File: src/rtl/core/vtp_pkg.sv
// Shared types and constants of the vertex transform and projection unit.
package vtp_pkg;

  localparam int unsigned NREG      = 8;
  localparam int unsigned ADDR_W    = 6;
  localparam int unsigned DATA_W    = 64;
  localparam int unsigned XF_W      = 50;  // transformed component, signed
  localparam int unsigned MAG_W     = 51;  // magnitude of numerator / divisor
  localparam int unsigned QUO_W     = 32;
  localparam int unsigned PROD_W    = MAG_W + QUO_W;
  localparam int unsigned XF_LAT    = 3;
  localparam int unsigned MD_LAT    = 3 + QUO_W;
  localparam int unsigned PIPE_LAT  = XF_LAT + 1 + MD_LAT + 1;

  localparam logic [31:0] DEPTH_MAX = 32'h7FFF_FFFF;
  localparam logic signed [XF_W-1:0] FIX_ONE = XF_W'(65536);

  localparam logic [DATA_W-1:0] WEIGHT_RST [NREG] = '{
    64'h0000_0000_0001_0000, 64'h0, 64'h0001_0000_0000_0000, 64'h0,
    64'h0, 64'h0000_0000_0001_0000, 64'h0, 64'h0001_0000_0000_0000
  };

  typedef logic signed [XF_W-1:0] xf_t;
  typedef logic [MAG_W-1:0]       mag_t;

endpackage

File: src/rtl/core/vtp_cfg_regs.sv
// Matrix weight registers behind the APB-style port.
module vtp_cfg_regs import vtp_pkg::*; (
  input  logic              clk_i,
  input  logic              rst_ni,
  input  logic              psel,
  input  logic              penable,
  input  logic              pwrite,
  input  logic [ADDR_W-1:0] paddr,
  input  logic [DATA_W-1:0] pwdata,
  output logic [DATA_W-1:0] prdata,
  output logic              pready,
  output logic [DATA_W-1:0] weights_o [NREG]
);

  logic [DATA_W-1:0] weights_q [NREG];

  always_ff @(posedge clk_i or negedge rst_ni) begin
    if (!rst_ni) begin
      weights_q <= WEIGHT_RST;
    end else if (psel && penable && pwrite) begin
      weights_q[paddr[ADDR_W-1:3]] <= pwdata;
    end
  end

  assign prdata    = weights_q[paddr[ADDR_W-1:3]];
  assign pready    = 1'b1;
  assign weights_o = weights_q;

endmodule

File: config.mk
export PLATFORM = sky130hd
export DESIGN_NAME = vtp_cfg_regs
export DESIGN_NICKNAME = d
export VERILOG_FILES = /design/src/rtl/core/vtp_pkg.sv /design/src/rtl/core/vtp_cfg_regs.sv
export SDC_FILE = /design/constraint.sdc
export NUM_CORES = 1
export LEC_CHECK = 0
export BUFFER_PORTS_ARGS = -buffer_cell sky130_fd_sc_hd__buf_2
export CORE_AREA = 2 2 258 260
export CTS_BUF_LIST = sky130_fd_sc_hd__clkbuf_4 sky130_fd_sc_hd__clkbuf_8 sky130_fd_sc_hd__clkbuf_16
export DETAILED_ROUTE_END_ITERATION = 8
export DIE_AREA = 0 0 260 262
export RECOVER_POWER = 25
export REMOVE_ABC_BUFFERS = 1
export SKIP_CTS_REPAIR_TIMING = 1
export SLEW_MARGIN = 40
export SYNTH_ARGS = -nofsm -noshare
export SYNTH_HDL_FRONTEND = slang
export SYNTH_SLANG_ARGS = --single-unit
File: constraint.sdc
create_clock -name clk_i -period 2.2 [get_ports clk_i]
set_input_delay 0.44 -clock clk_i [delete_from_list [all_inputs] [get_ports clk_i]]
set_output_delay 0.44 -clock clk_i [all_outputs]
set_load 0.02 [all_outputs]
# Word-level counts from Yosys, hierarchy flattened
# Index checks and enable logic that the tools add are counted.
classes:
  n_lt_le_gt_ge: 2
  muxes: 6
  bitwise_logic: 1
  reduce_logical: 3
op_table:
  columns: ["operator", "n"]
  rows:
  - ["$bwmux 512", 1]
  - ["$bmux 64 s3", 1]
  - ["$demux 64 s3", 1]
  - ["$mux 64", 3]
  - ["$ge 4x4->1 const B", 1]
  - ["$lt 4x1->1 const B", 1]
  - ["$not 3->4", 1]
  - ["$logic_and 1x1->1", 3]
totals:
  ff_bits: 512
  word_cells: 20

# Depth between registers and ports, before layout
depth:
  depth_word: 6
  ltp_mapped: 6
  depth_no_buf: 3

# Worst setup path before layout
# Ideal clock, no wire load.
synth_path:
  kind: "input -> output"
  startpoint: "input paddr[3]"
  endpoint: "output prdata[0]"
  t_arrival_ps: 1894
  slack_ps: -134
  stages: 5
  path_buffers: 3
  path_cell_list: "buf_2 > buf_2 > buf_2 > mux4_2 > mux2_2"
synth_between:
  elab_chain_len: 4
synth_rtl:
  columns: ["item", "line", "source"]
  rows:
  - ["start: declaration", "vtp_cfg_regs.sv:8", "input logic [ADDR_W-1:0] paddr,"]
  - ["$not 3->4 (not written as such)", "vtp_cfg_regs.sv:25", "assign prdata = weights_q[paddr[ADDR_W-1:3]];"]
  - ["$bmux 64 s3", "vtp_cfg_regs.sv:25", null]
  - ["$mux 64 (not written as such) (2 in a row)", "vtp_cfg_regs.sv:25", null]
  - ["end: declaration", "vtp_cfg_regs.sv:10", "output logic [DATA_W-1:0] prdata,"]
# Every way passes these cells. The select of a mux whose other input is x is not followed.

# Worst setup path in the final report
layout_path:
  startpoint: "register weights_q (netlist bit weights_o[291])"
  endpoint: "output prdata[35]"
layout_between:
  elab_chain_len: 3
layout_rtl:
  columns: ["item", "line", "source"]
  rows:
  - ["start: declaration", "vtp_cfg_regs.sv:15", "logic [DATA_W-1:0] weights_q [NREG];"]
  - ["start signal: indexed assignment", "vtp_cfg_regs.sv:21", "weights_q[paddr[ADDR_W-1:3]] <= pwdata;"]
  - ["$bmux 64 s3", "vtp_cfg_regs.sv:25", null]
  - ["$mux 64 (not written as such) (2 in a row)", "vtp_cfg_regs.sv:25", null]
# Every way passes these cells. The select of a mux whose other input is x is not followed.

==> load_flow_metrics.sql <==
INSERT INTO impl_metrics (metric_group, metric, value, unit) VALUES
('outcome', 'failed_checks', 'negative setup slack', ''),
('worst_setup_path', 'crit_slowest_cell', 'mux4_2', ''),
('synthesis', 'seq_area_frac_synth', '56.4', '%'),
('worst_setup_path', 'cp_data_required_time', '1.76', 'ns'),
('place', 'post_dp_cell_area', '28000', 'um^2'),
('timing', 'slew-limit-headroom', '10.6', '%'),
('cells_and_area', 'final_util', '48.3', '%'),
('clocking', 'tritoncts_buffers', '56', ''),
('route', 'dr_total_vias', '15900', ''),
('cells_and_area', 'fill_cells', '5746', ''),
('global_routing', 'groute.usage.overall', '21.5', '%'),
('job', 'drv_cap', '0', ''),
('global_routing', 'gr-total-overflow', '0', ''),
('min_path', 'hold_path_stages', '2', ''),
('floorplan', 'fp.coreArea', '65300', 'um^2'),
('worst_setup_path', 'critical_path.startpoint_type', 'flip-flop', ''),
('synthesis', 'postSynthAreaPerCell', '17.2', 'um^2'),
('clocking', 'cts_sinks', '512', ''),
('place', 'place_worst_setup_slack', '-0.200', 'ns'),
('timing', 'final-hold-violation-count', '0', ''),
('synthesis', 'synth.top_cell.area_share', '55.9', '%'),
('synthesis', 'synth_largest_area_cell', 'dfrtp_1', ''),
('timing', 'grt_setup_unrepaired', 'yes', ''),
('route', 'postRouteWirelength', '77.8', 'mm'),
('place', 'place.port_buffers', '647', ''),
('clocking', 'clk_latency', '0.60', 'ns'),
('worst_setup_path', 'criticalPathCategory', 'reg2out', ''),
('global_routing', 'grt_pass1_vias', '16200', ''),
('outcome', 'outcome', 'finished, violations left', ''),
('route', 'dr.first_iter.drc_count', '872', ''),
('worst_setup_path', 'cp_data_arrival_time', '1.95', 'ns'),
('timing', 'final-max-slew-violation-count', '0', ''),
('worst_setup_path', 'critPathTopFamily', 'multiplexers', ''),
('cells_and_area', 'layout-area-overhead-vs-synth', '38.7', '%'),
('worst_setup_path', 'rrSetupSlack', '1.25', 'ns'),
('floorplan', 'die_area', '68100', 'um^2'),
('route', 'route.detailed.vias_per_inst', '5.17', ''),
('worst_setup_path', 'critical_path_cell_list', 'mux4_2 > mux2_4 > buf_6', ''),
('route', 'drtAntennaViolNets', '0', ''),
('clocking', 'cts.root.buffer_cell', 'clkbuf_16', ''),
('timing', 'worst_pin_slew', '1.34', 'ns'),
('global_routing', 'grt_max_degree', '83', ''),
('worst_setup_path', 'critical_path.max_stage_delay', '0.53', 'ns'),
('power', 'power-per-cell-area', '1050', 'nW/um^2'),
('synthesis', 'ys_seq_elements', '512', ''),
('cells_and_area', 'share_of_final_layout_standard_cells_stronger_than_drive_strength_1', '74.9', '%'),
('timing', 'setup_viol', '63', ''),
('min_path', 'min_path_type', 'in2reg', ''),
('clocking', 'path_clk_slew', '0.06', 'ns'),
('timing', 'setup_slack', '-0.190', 'ns'),
('worst_setup_path', 'timing.critical_path.depth', '3', ''),
('power', 'static_power_due_to_leakage', '15.5', 'nW'),
('floorplan', 'die_w', '260', 'um'),
('synthesis', 'synth.lib_cells_used.distinct', '25', ''),
('floorplan', 'starting_density_of_the_core', '34.8', '%'),
('worst_setup_path', 'crit_buf_inv', '1', ''),
('global_routing', 'first_pass_grt_wire_length', '110', 'mm'),
('global_routing', 'antenna_found_initial', '2', ''),
('route', 'drt_first_pass_iters', '4', ''),
('clocking', 'tritoncts', 'built', ''),
('worst_setup_path', 'worstReg2RegStart', 'weights_o[2]', ''),
('cells_and_area', 'largest_register_ffs', '512', ''),
('place', 'dp_hpwl', '54.1', 'mm'),
('floorplan', 'rows', '94', ''),
('timing', 'period_minus_slack', '2.39', 'ns'),
('worst_setup_path', 'worst_setup_path_end_kind', 'primary output', ''),
('clocking', 'clk_path_buf_depth', '3', ''),
('clocking', 'htree_levels', '2', ''),
('place', 'globalplace.congestion', '0.843', ''),
('cells_and_area', 'fin_nets', '2239', ''),
('timing', 'clock_skew_after_layout', '0', 'ns');
[where the power goes]
| group | switching [mW] | internal (mW) | leakage [nW] |
|---|---|---|---|
| Clock | 3.89 | 5.95 | 0.969 |
| Combinational | 5.61 | 4.98 | 8.01 |
| Sequential | 1.53 | 11.3 | 6.53 |
[per-layer routing]
layer,routed length [um],GRT usage (%)
met1,31300,27.4
met2,39300,36.2
met3,4960,5.18
met4,2280,7.02
met5,0,0
[how the worst max path moves through the flow]
stage | start | to | slack (ns)
floorplan | paddr[3] | weights_o[192] | -0.70
global placement | paddr[3] | prdata[35] | -0.19
detailed placement | paddr[3] | prdata[35] | -0.20
CTS | weights_o[291] | prdata[35] | -0.27
global route | weights_o[355] | prdata[35] | -0.24
finish | weights_o[291] | prdata[35] | -0.19
[layout by cell type, fill, tap and decap left out, drive strengths merged, types with 3 or more instances in the layout]
master,n
bufinv,5
mux2,575
clkbuf,98
mux4,126
inv,3
buf,851
nor2,7
clkinvlp,4
dfstp,4
dfrtp,508
clkinv,8
[synth_stat cells, drive strengths merged]
cell type	number
mux2	575
dfrtp	508
mux4	126
buf	70
clkbuf	17
nor2	7
dfstp	4
mux2i	2
nand2b	2
nor3	2
a22oi	1
a31oi	1
and2	1
conb	1
inv	1
nand2	1
nand4	1
nand4b	1
nor4bb	1
o211ai	1
o32a	1
[logic make-up (layout without fill, tap and decap cells)]
| logic type | Yosys count | in the layout | share of synthesized area, % |
|---|---|---|---|
| simple gates | 16 | 16 | 0.627 |
| other cells | 1 | 3 | 0.0165 |
| buf+inv | 88 | 970 | 1.83 |
| flops | 512 | 512 | 56.4 |
| compound gates | 4 | 4 | 0.138 |
| mux | 703 | 703 | 41.0 |
[area by class of cell]
cell class | instances | area [um^2] | share of cell area, %
clock buffers | 81 | 1710 | 5.40
multi-input cells | 724 | 9710 | 30.8
clock inverters | 19 | 249 | 0.789
diodes | 2 | 5.00 | 0.0159
repair buffers | 869 | 5980 | 19.0
flip-flops and latches | 512 | 12800 | 40.6
well taps | 864 | 1080 | 3.43
inverters | 1 | 3.75 | 0.0119
[stage by stage]
| stage | hold WS [ns] | std cells | power (mW) |
|---|---|---|---|
| 4_1_cts | -0.273 | 2932 | 32.3 |
| 3_5_place_dp | 0.379 | 2832 | 22.3 |
| 6_report | 0.157 | 3072 | 33.3 |
| 2_1_floorplan | 0.144 | 1237 | 18.1 |
| 3_3_place_gp | 0.373 | 2832 | 22.1 |
| 5_1_grt | 0.144 | 3072 | 34.7 |
No activity file was read; power rests on OpenSTA's default activity.
